==> config.mk <==
export PLATFORM = sky130hd
export DESIGN_NAME = sampled_window_signature_hash_unit
export DESIGN_NICKNAME = d
export VERILOG_FILES = /design/src/rtl/swsh_pkg.sv /design/src/rtl/sampled_window_signature_hash_unit.sv /design/src/rtl/swsh_fifo.sv /design/src/rtl/swsh_front.sv /design/src/rtl/swsh_back.sv
export SDC_FILE = /design/constraint.sdc
export NUM_CORES = 2
export LEC_CHECK = 0
export BUFFER_PORTS_ARGS = -buffer_cell sky130_fd_sc_hd__buf_2
export CELL_PAD_IN_SITES_DETAIL_PLACEMENT = 0
export CELL_PAD_IN_SITES_GLOBAL_PLACEMENT = 1
export CORE_ASPECT_RATIO = 2
export CORE_MARGIN = 5
export CORE_UTILIZATION = 56
export CTS_CLUSTER_SIZE = 8
export DETAILED_ROUTE_END_ITERATION = 7
export GPL_TIMING_DRIVEN = 0
export PLACE_DENSITY_LB_ADDON = 0.1
export RECOVER_POWER = 100
export SYNTH_ARGS = -nofsm -noshare
export SYNTH_HDL_FRONTEND = slang
export SYNTH_HIERARCHICAL = 1
export SYNTH_SLANG_ARGS = --single-unit
==> constraint.sdc <==
create_clock -name clk -period 12.41 [get_ports clk]
set_clock_uncertainty 0.1 [all_clocks]
set_input_delay 0 -clock clk [delete_from_list [all_inputs] [get_ports clk]]
set_output_delay 0 -clock clk [all_outputs]
set_load 0.01 [all_outputs]
==> src/rtl/swsh_pkg.sv <==
// swsh_pkg: constants, the front-to-back command type and the hash helpers
// shared by the sampled window signature hash unit. No dependencies.
`timescale 1ns / 1ps
`default_nettype none

package swsh_pkg;

    localparam logic [63:0] FNV_BASIS  = 64'hcbf29ce484222325;
    localparam logic [63:0] ROT_SEED   = 64'h9e3779b97f4a7c15;
    localparam logic [5:0]  ROT_LAST   = 6'd62;   // last rotate amount before wrap (mod 63)
    localparam logic [6:0]  SHIFT_MOD  = 7'd61;
    localparam logic [6:0]  SHIFT_STEP = 7'd7;

    localparam int CMD_DEPTH = 4;
    localparam int RES_DEPTH = 2;

    typedef struct packed {
        logic        fold;   // fold hash into the accumulators
        logic        emit;   // produce a signature
        logic        whole;  // whole-file mode: hash goes out in both halves
        logic [63:0] hash;
    } cmd_t;

    localparam int CMD_W = $bits(cmd_t);
    localparam int RES_W = 128;

    // one FNV-1a step; prime 2^40 + 0x1b3 as shifts and adds
    function automatic logic [63:0] fnv_step(input logic [63:0] h, input logic [7:0] b);
        logic [63:0] x;
        x = h ^ {56'd0, b};
        return x + (x << 1) + (x << 4) + (x << 5) + (x << 7) + (x << 8) + (x << 40);
    endfunction

    // rotate left; an amount of zero leaves the value as it is
    function automatic logic [63:0] rot_left(input logic [63:0] v, input logic [5:0] r);
        logic [127:0] d;
        d = {v, v} << r;
        return d[127:64];
    endfunction

endpackage

`default_nettype wire

==> src/rtl/sampled_window_signature_hash_unit.sv <==
// channel   | handshake          | payload
// ----------+--------------------+------------------------------------------------
// input     | push / full        | data_byte, byte_valid, window_end, file_end,
//           |                    | small_file
// result    | empty / pop        | sig_lo, sig_hi
//
// One input transfer per cycle while full is low; the FNV-1a step (constant prime
// as shifts and adds) is combinational in the front. Window folds run in the back
// at one per cycle out of a CMD_DEPTH command queue unless a signature ahead of
// them waits for room; a signature passes from its file_end transfer through the
// command queue into the result queue. Reset empties both queues and sets the hash
// and the accumulators to their start values at once. full rises only while the
// command queue is full, which happens only when a signature has waited on a full result side.
// Depends on swsh_pkg, swsh_front, swsh_fifo and swsh_back.
`timescale 1ns / 1ps
`default_nettype none

module sampled_window_signature_hash_unit #(
    parameter int CMD_DEPTH = swsh_pkg::CMD_DEPTH,
    parameter int RES_DEPTH = swsh_pkg::RES_DEPTH
) (
    input  wire logic        clk,
    input  wire logic        rst_n,
    input  wire logic        push,
    output logic             full,
    input  wire logic [7:0]  data_byte,
    input  wire logic        byte_valid,
    input  wire logic        window_end,
    input  wire logic        file_end,
    input  wire logic        small_file,
    output logic             empty,
    input  wire logic        pop,
    output logic [63:0]      sig_lo,
    output logic [63:0]      sig_hi
);

    import swsh_pkg::*;

    cmd_t             cmd_in, cmd_out;
    logic [CMD_W-1:0] cmd_out_bits;
    logic             cmd_push, cmd_pop, cmd_full, cmd_empty;

    swsh_front u_front (
        .clk        (clk),
        .rst_n      (rst_n),
        .push       (push),
        .full       (full),
        .data_byte  (data_byte),
        .byte_valid (byte_valid),
        .window_end (window_end),
        .file_end   (file_end),
        .small_file (small_file),
        .cmd_full   (cmd_full),
        .cmd_push   (cmd_push),
        .cmd        (cmd_in)
    );

    swsh_fifo #(
        .WIDTH (CMD_W),
        .DEPTH (CMD_DEPTH)
    ) u_cmd_fifo (
        .clk     (clk),
        .rst_n   (rst_n),
        .wr_en   (cmd_push),
        .wr_data (cmd_in),
        .rd_en   (cmd_pop),
        .rd_data (cmd_out_bits),
        .full    (cmd_full),
        .empty   (cmd_empty)
    );

    assign cmd_out = cmd_t'(cmd_out_bits);

    swsh_back #(
        .RES_DEPTH (RES_DEPTH)
    ) u_back (
        .clk       (clk),
        .rst_n     (rst_n),
        .cmd       (cmd_out),
        .cmd_empty (cmd_empty),
        .cmd_pop   (cmd_pop),
        .pop       (pop),
        .empty     (empty),
        .sig_lo    (sig_lo),
        .sig_hi    (sig_hi)
    );

    // a command is never written into a full queue
    assert property (@(posedge clk) disable iff (!rst_n) cmd_push |-> !cmd_full)
        else $error("command written while queue full");

    // the back only takes commands that are there
    assert property (@(posedge clk) disable iff (!rst_n) cmd_pop |-> !cmd_empty)
        else $error("command taken from empty queue");

    // a file end transfer always leaves a command behind for the back
    assert property (@(posedge clk) disable iff (!rst_n)
        (push && !full && file_end) |=> !cmd_empty)
        else $error("file end transfer lost");

    // no window fold command is made in whole-file mode
    assert property (@(posedge clk) disable iff (!rst_n)
        (cmd_push && cmd_in.whole) |-> !cmd_in.fold)
        else $error("fold command in whole-file mode");

endmodule

`default_nettype wire

==> src/rtl/swsh_fifo.sv <==
// swsh_fifo: small first-in first-out register queue with count-based flags.
// Used between front and back and for the result side. No dependencies.
`timescale 1ns / 1ps
`default_nettype none

module swsh_fifo #(
    parameter int WIDTH = 8,
    parameter int DEPTH = 2
) (
    input  wire logic             clk,
    input  wire logic             rst_n,
    input  wire logic             wr_en,
    input  wire logic [WIDTH-1:0] wr_data,
    input  wire logic             rd_en,
    output logic      [WIDTH-1:0] rd_data,
    output logic                  full,
    output logic                  empty
);

    localparam int PTR_W = (DEPTH > 1) ? $clog2(DEPTH) : 1;
    localparam int CNT_W = $clog2(DEPTH + 1);
    localparam logic [PTR_W-1:0] PTR_LAST = PTR_W'(DEPTH - 1);
    localparam logic [CNT_W-1:0] CNT_FULL = CNT_W'(DEPTH);

    logic [WIDTH-1:0] entry_reg [DEPTH];
    logic [PTR_W-1:0] wr_ptr_reg, wr_ptr_next;
    logic [PTR_W-1:0] rd_ptr_reg, rd_ptr_next;
    logic [CNT_W-1:0] count_reg, count_next;
    logic             do_wr, do_rd;

    assign full    = (count_reg == CNT_FULL);
    assign empty   = (count_reg == '0);
    assign do_wr   = wr_en && !full;
    assign do_rd   = rd_en && !empty;
    assign rd_data = entry_reg[rd_ptr_reg];

    always_comb
    begin
        wr_ptr_next = wr_ptr_reg;
        rd_ptr_next = rd_ptr_reg;
        count_next  = count_reg;
        if (do_wr)
        begin
            wr_ptr_next = (wr_ptr_reg == PTR_LAST) ? '0 : wr_ptr_reg + 1'b1;
        end
        if (do_rd)
        begin
            rd_ptr_next = (rd_ptr_reg == PTR_LAST) ? '0 : rd_ptr_reg + 1'b1;
        end
        if (do_wr && !do_rd)
        begin
            count_next = count_reg + 1'b1;
        end
        else if (do_rd && !do_wr)
        begin
            count_next = count_reg - 1'b1;
        end
    end

    always_ff @(posedge clk or negedge rst_n)
    begin
        if (!rst_n)
        begin
            wr_ptr_reg <= '0;
            rd_ptr_reg <= '0;
            count_reg  <= '0;
        end
        else
        begin
            wr_ptr_reg <= wr_ptr_next;
            rd_ptr_reg <= rd_ptr_next;
            count_reg  <= count_next;
        end
    end

    always_ff @(posedge clk)
    begin
        if (do_wr)
        begin
            entry_reg[wr_ptr_reg] <= wr_data;
        end
    end

endmodule

`default_nettype wire

==> src/rtl/swsh_front.sv <==
// swsh_front: takes input transfers, runs the per-window FNV-1a hash and
// turns window ends (outside whole-file mode) and file ends into commands for the back. Uses swsh_pkg.
`timescale 1ns / 1ps
`default_nettype none

module swsh_front (
    input  wire logic          clk,
    input  wire logic          rst_n,
    input  wire logic          push,
    output logic               full,
    input  wire logic [7:0]    data_byte,
    input  wire logic          byte_valid,
    input  wire logic          window_end,
    input  wire logic          file_end,
    input  wire logic          small_file,
    input  wire logic          cmd_full,
    output logic               cmd_push,
    output swsh_pkg::cmd_t     cmd
);

    import swsh_pkg::*;

    logic [63:0] hash_reg, hash_next;
    logic [63:0] hash_cur;
    logic        accept;
    logic        fold;

    assign full   = cmd_full;
    assign accept = push && !cmd_full;
    assign fold   = window_end && !small_file;

    assign hash_cur = byte_valid ? fnv_step(hash_reg, data_byte) : hash_reg;

    assign cmd_push   = accept && (fold || file_end);
    assign cmd.fold   = fold;
    assign cmd.emit   = file_end;
    assign cmd.whole  = small_file;
    assign cmd.hash   = hash_cur;

    always_comb
    begin
        hash_next = hash_reg;
        if (accept)
        begin
            hash_next = (fold || file_end) ? FNV_BASIS : hash_cur;
        end
    end

    always_ff @(posedge clk or negedge rst_n)
    begin
        if (!rst_n)
        begin
            hash_reg <= FNV_BASIS;
        end
        else
        begin
            hash_reg <= hash_next;
        end
    end

endmodule

`default_nettype wire

==> src/rtl/swsh_back.sv <==
// swsh_back: folds window hashes into the xor and rotated-sum accumulators
// and queues finished signatures. Uses swsh_pkg and swsh_fifo.
`timescale 1ns / 1ps
`default_nettype none

module swsh_back #(
    parameter int RES_DEPTH = swsh_pkg::RES_DEPTH
) (
    input  wire logic          clk,
    input  wire logic          rst_n,
    input  wire swsh_pkg::cmd_t cmd,
    input  wire logic          cmd_empty,
    output logic               cmd_pop,
    input  wire logic          pop,
    output logic               empty,
    output logic [63:0]        sig_lo,
    output logic [63:0]        sig_hi
);

    import swsh_pkg::*;

    logic [63:0] xor_reg, xor_next;
    logic [63:0] rot_reg, rot_next;
    logic [5:0]  rot_amt_reg, rot_amt_next;
    logic [5:0]  shift_amt_reg, shift_amt_next;
    logic [63:0] xor_fold, rot_fold;
    logic [6:0]  shift_sum;
    logic [63:0] res_lo, res_hi;
    logic        res_full, res_push;
    logic [RES_W-1:0] res_data;

    // a signature waits for room on the result side; folds never stall
    assign cmd_pop  = !cmd_empty && (!cmd.emit || !res_full);
    assign res_push = cmd_pop && cmd.emit;

    assign xor_fold  = xor_reg ^ cmd.hash;
    assign rot_fold  = (rot_reg + rot_left(cmd.hash, rot_amt_reg)) ^ (cmd.hash >> shift_amt_reg);
    assign shift_sum = {1'b0, shift_amt_reg} + SHIFT_STEP;

    always_comb
    begin
        res_lo = cmd.fold ? xor_fold : xor_reg;
        res_hi = cmd.fold ? rot_fold : rot_reg;
        if (cmd.whole)
        begin
            res_lo = cmd.hash;
            res_hi = cmd.hash;
        end
    end

    assign res_data = {res_hi, res_lo};

    always_comb
    begin
        xor_next       = xor_reg;
        rot_next       = rot_reg;
        rot_amt_next   = rot_amt_reg;
        shift_amt_next = shift_amt_reg;
        if (cmd_pop)
        begin
            if (cmd.emit)
            begin
                xor_next       = '0;
                rot_next       = ROT_SEED;
                rot_amt_next   = '0;
                shift_amt_next = '0;
            end
            else if (cmd.fold)
            begin
                xor_next       = xor_fold;
                rot_next       = rot_fold;
                rot_amt_next   = (rot_amt_reg == ROT_LAST) ? '0 : rot_amt_reg + 1'b1;
                shift_amt_next = (shift_sum >= SHIFT_MOD) ? 6'(shift_sum - SHIFT_MOD)
                                                          : shift_sum[5:0];
            end
        end
    end

    always_ff @(posedge clk or negedge rst_n)
    begin
        if (!rst_n)
        begin
            xor_reg       <= '0;
            rot_reg       <= ROT_SEED;
            rot_amt_reg   <= '0;
            shift_amt_reg <= '0;
        end
        else
        begin
            xor_reg       <= xor_next;
            rot_reg       <= rot_next;
            rot_amt_reg   <= rot_amt_next;
            shift_amt_reg <= shift_amt_next;
        end
    end

    logic [RES_W-1:0] res_out;

    swsh_fifo #(
        .WIDTH (RES_W),
        .DEPTH (RES_DEPTH)
    ) u_res_fifo (
        .clk     (clk),
        .rst_n   (rst_n),
        .wr_en   (res_push),
        .wr_data (res_data),
        .rd_en   (pop),
        .rd_data (res_out),
        .full    (res_full),
        .empty   (empty)
    );

    assign sig_lo = res_out[63:0];
    assign sig_hi = res_out[127:64];

endmodule

`default_nettype wire

==> run summary <==
Status - complete, but fails checks
Failing checks - max-capacitance violations, max-slew violations
First-pass GRT wire length - 340,000 um
Met1 Wirelength - 66,600 um
Post-Syn Area per Cell - 10.7 um^2
Die Area - 105,000 um^2
Detailed Place HPWL - 188,000 um
DRT Wirelength - 242,000 um
Gp weighted congestion - 1.21
Initial drt markers - 5,035
Ys Warns - 6
Chip width - 232 um
# port buffers - 145
Post-synthesis cell count - 5,138
Crit path arrival time - 10.75 ns
Synth-to-layout area growth - 9.54%
Standard-cell row count - 163
Least-Margin Pin Slew - 4.98 ns
Final Hold Vio Count - 0
Final worst-path cycle share - 84.0%
Placed Area - 58,000 um^2
Antenna viol nets, final - 0
Most frequent cells in the layout - edfxtp_1 (524), nand2_1 (514), inv_1 (488)
Vias in the first global route - 46,700
CP Launch Type - flip-flop
WL met2 - 116,000 um
Worst Hold Class - primary input to flip-flop
CTS tree - yes
Cell variety after synth - 106
Post-Syn Nets - 5,586
# nets final - 5,861
Slew Viols, Final - 794
Count of flip-flops with a built-in enable after synthesis - 524
Tmin final - 10.43 ns
Pre-Repair DR Iteration Count - 6
Post-synthesis sequential area ratio - 38.4%
Ys flop type - edfxtp_1
Critical Path Fanout Max - 10
Worst reg-to-reg setup slack - 1.98 ns
Fmax - 0.0959 GHz
Drc violations - 0
Largest register FFs - 268
GRT Util Overall - 46.2%
Final WS setup - 1.98 ns
Initial antenna violation count - 18
Netlist Area Pre-Place - 55,200 um^2
Final setup fails - 0
Synthesized flop and latch total - 739
Post-route cell area - 60,500 um^2
Critical path capture point type - flip-flop
Clk root buf - clkbuf_16
Largest net degree at the start of global routing - 80
Share of layout cells above drive strength 1 - 13.4%
Via count - 45,300
Vias/cell - 6.63
Clock Path Buffers - 3
Clk slew on worst S/H paths - 0.05 ns
Initial cell density of the core - 56.2%
# IOs - 146
Async SR Flop Fraction - 29.1%
TritonCTS Buffers - 102
Routed len/inst - 35.4 um
Routed wl met3 - 19,700 um
Max-cap check violation count - 26
Sink Count - 739
RSZ-0062 raised after global routing - no
GR Overflow Total - 0
CP Class - flip-flop to flip-flop
Top layer in use - met5
Core Box Area - 98,300 um^2
Commonest non-fill, non-tap cell in the layout - edfxtp_1
Worst skew pair latency - 0.76 ns
Slew headroom - -232%
H-tree levels - 3
Req. time, crit path - 12.74 ns
Die span in y - 454 um
Post-CTS Resized - 0
Place WS - 3.56 ns
stage by stage:
step / instances / TNS, ns / utilization, % / hold WS (ns)
4_1_cts: 6821 / 0 / 62.2 / 0.0516
2_1_floorplan: 5138 / 0 / - / -0.396
3_5_place_dp: 6616 / 0 / 59.0 / -0.110
6_report: 6832 / 0 / 61.5 / 0.0911
3_3_place_gp: 6603 / -1.55 / 58.6 / 0.199
5_1_grt: 6823 / 0 / 61.5 / 0.121
final timing paths:
kind                       depth (start not counted)                                  to                     start
min in group asynchronous                          3                  u_back/rot_reg[40]                     rst_n
setup / recovery                                  23  u_back/u_res_fifo/entry_reg[1][95]  u_cmd_fifo/rd_ptr_reg[1]
hold / removal                                     4        u_back/u_res_fifo/rd_ptr_reg                       pop
setup reg to reg                                  23  u_back/u_res_fifo/entry_reg[1][95]  u_cmd_fifo/rd_ptr_reg[1]
hold reg to reg                                    2                 u_front/hash_reg[2]       u_front/hash_reg[2]
max in group asynchronous                          4                   u_back/rot_reg[9]                     rst_n
layer usage:
metal | track usage, % | up-vias
met5 | 0 | -
met4 | 55.3 | 14
met3 | 12.5 | 1294
met2 | 76.8 | 2812
met1 | 41.0 | 22200
li1 | - | 19000
synthesized netlist by cell type (all sizes together) (45+ instances only):
cell | n | area (um^2)
dfrtp | 149 | 3730
a21oi | 399 | 2020
nor2 | 305 | 1150
edfxtp | 524 | 15700
fa | 247 | 4940
inv | 491 | 1840
a311oi | 50 | 462
mux2i | 85 | 863
ha | 185 | 2310
xnor2 | 160 | 1400
o21ai | 380 | 1920
buf | 112 | 777
nand2 | 514 | 1930
nand3 | 71 | 360
nor3 | 107 | 546
xor2 | 56 | 490
a21o | 75 | 564
dfstp | 66 | 1730
clkbuf | 259 | 975
a211oi | 45 | 355
mux2 | 204 | 2300
mux4 | 260 | 5860
area by class of cell:
| cell class | count | area, um^2 |
|---|---|---|
| fill | 8247 | 37800 |
| multi-input combinational | 3531 | 30300 |
| sequential | 739 | 21200 |
| clock buffer | 185 | 2860 |
| inverter | 495 | 1860 |
| tap | 1320 | 1650 |
| buffer | 373 | 1640 |
| timing repair buffer | 171 | 783 |
| clock inverter | 8 | 209 |
| antenna | 10 | 25.0 |
cells by family after synthesis:
group                      count (synthesis)  synth area share [%]
xor gates and xnor gates                 216                  3.43
DFF                                      739                  38.4
and+or+nand+nor                         1159                  9.15
AOI/OAI and AO/OA                       1175                  13.0
adders and majority gates                432                  13.1
muxes                                    549                  16.3
buffers and inverters                    868                  6.57
critical path, cell delays in order, from the launching register on:
cell and delay, ns:
dfrtp_1 0.34, clkbuf_1 0.57, clkbuf_1 0.68, clkbuf_1 0.58, mux4_2 0.46, clkbuf_1 0.56
mux4_2 0.67, mux2_1 0.33, o21ai_0 0.57, mux2_2 0.30, nand2_1 0.05, o21ai_0 0.18
inv_1 0.09, ha_1 0.28, a21oi_1 0.08, and4b_1 0.45, o21ai_0 0.26, a2111oi_0 1.40
o21ai_0 0.21, nand2b_1 0.19, a21boi_0 0.23, o21ai_0 0.56, nor3_1 0.11, nor4_1 0.85
what timing repair did:
item	4_1_cts	5_1_grt
setup buffers	0	0
hold buffers	12	0
hold endpoints to repair	228	0
Power is not shown: default switching activity piles up to over one toggle a cycle in this logic, so the estimate is an artifact.
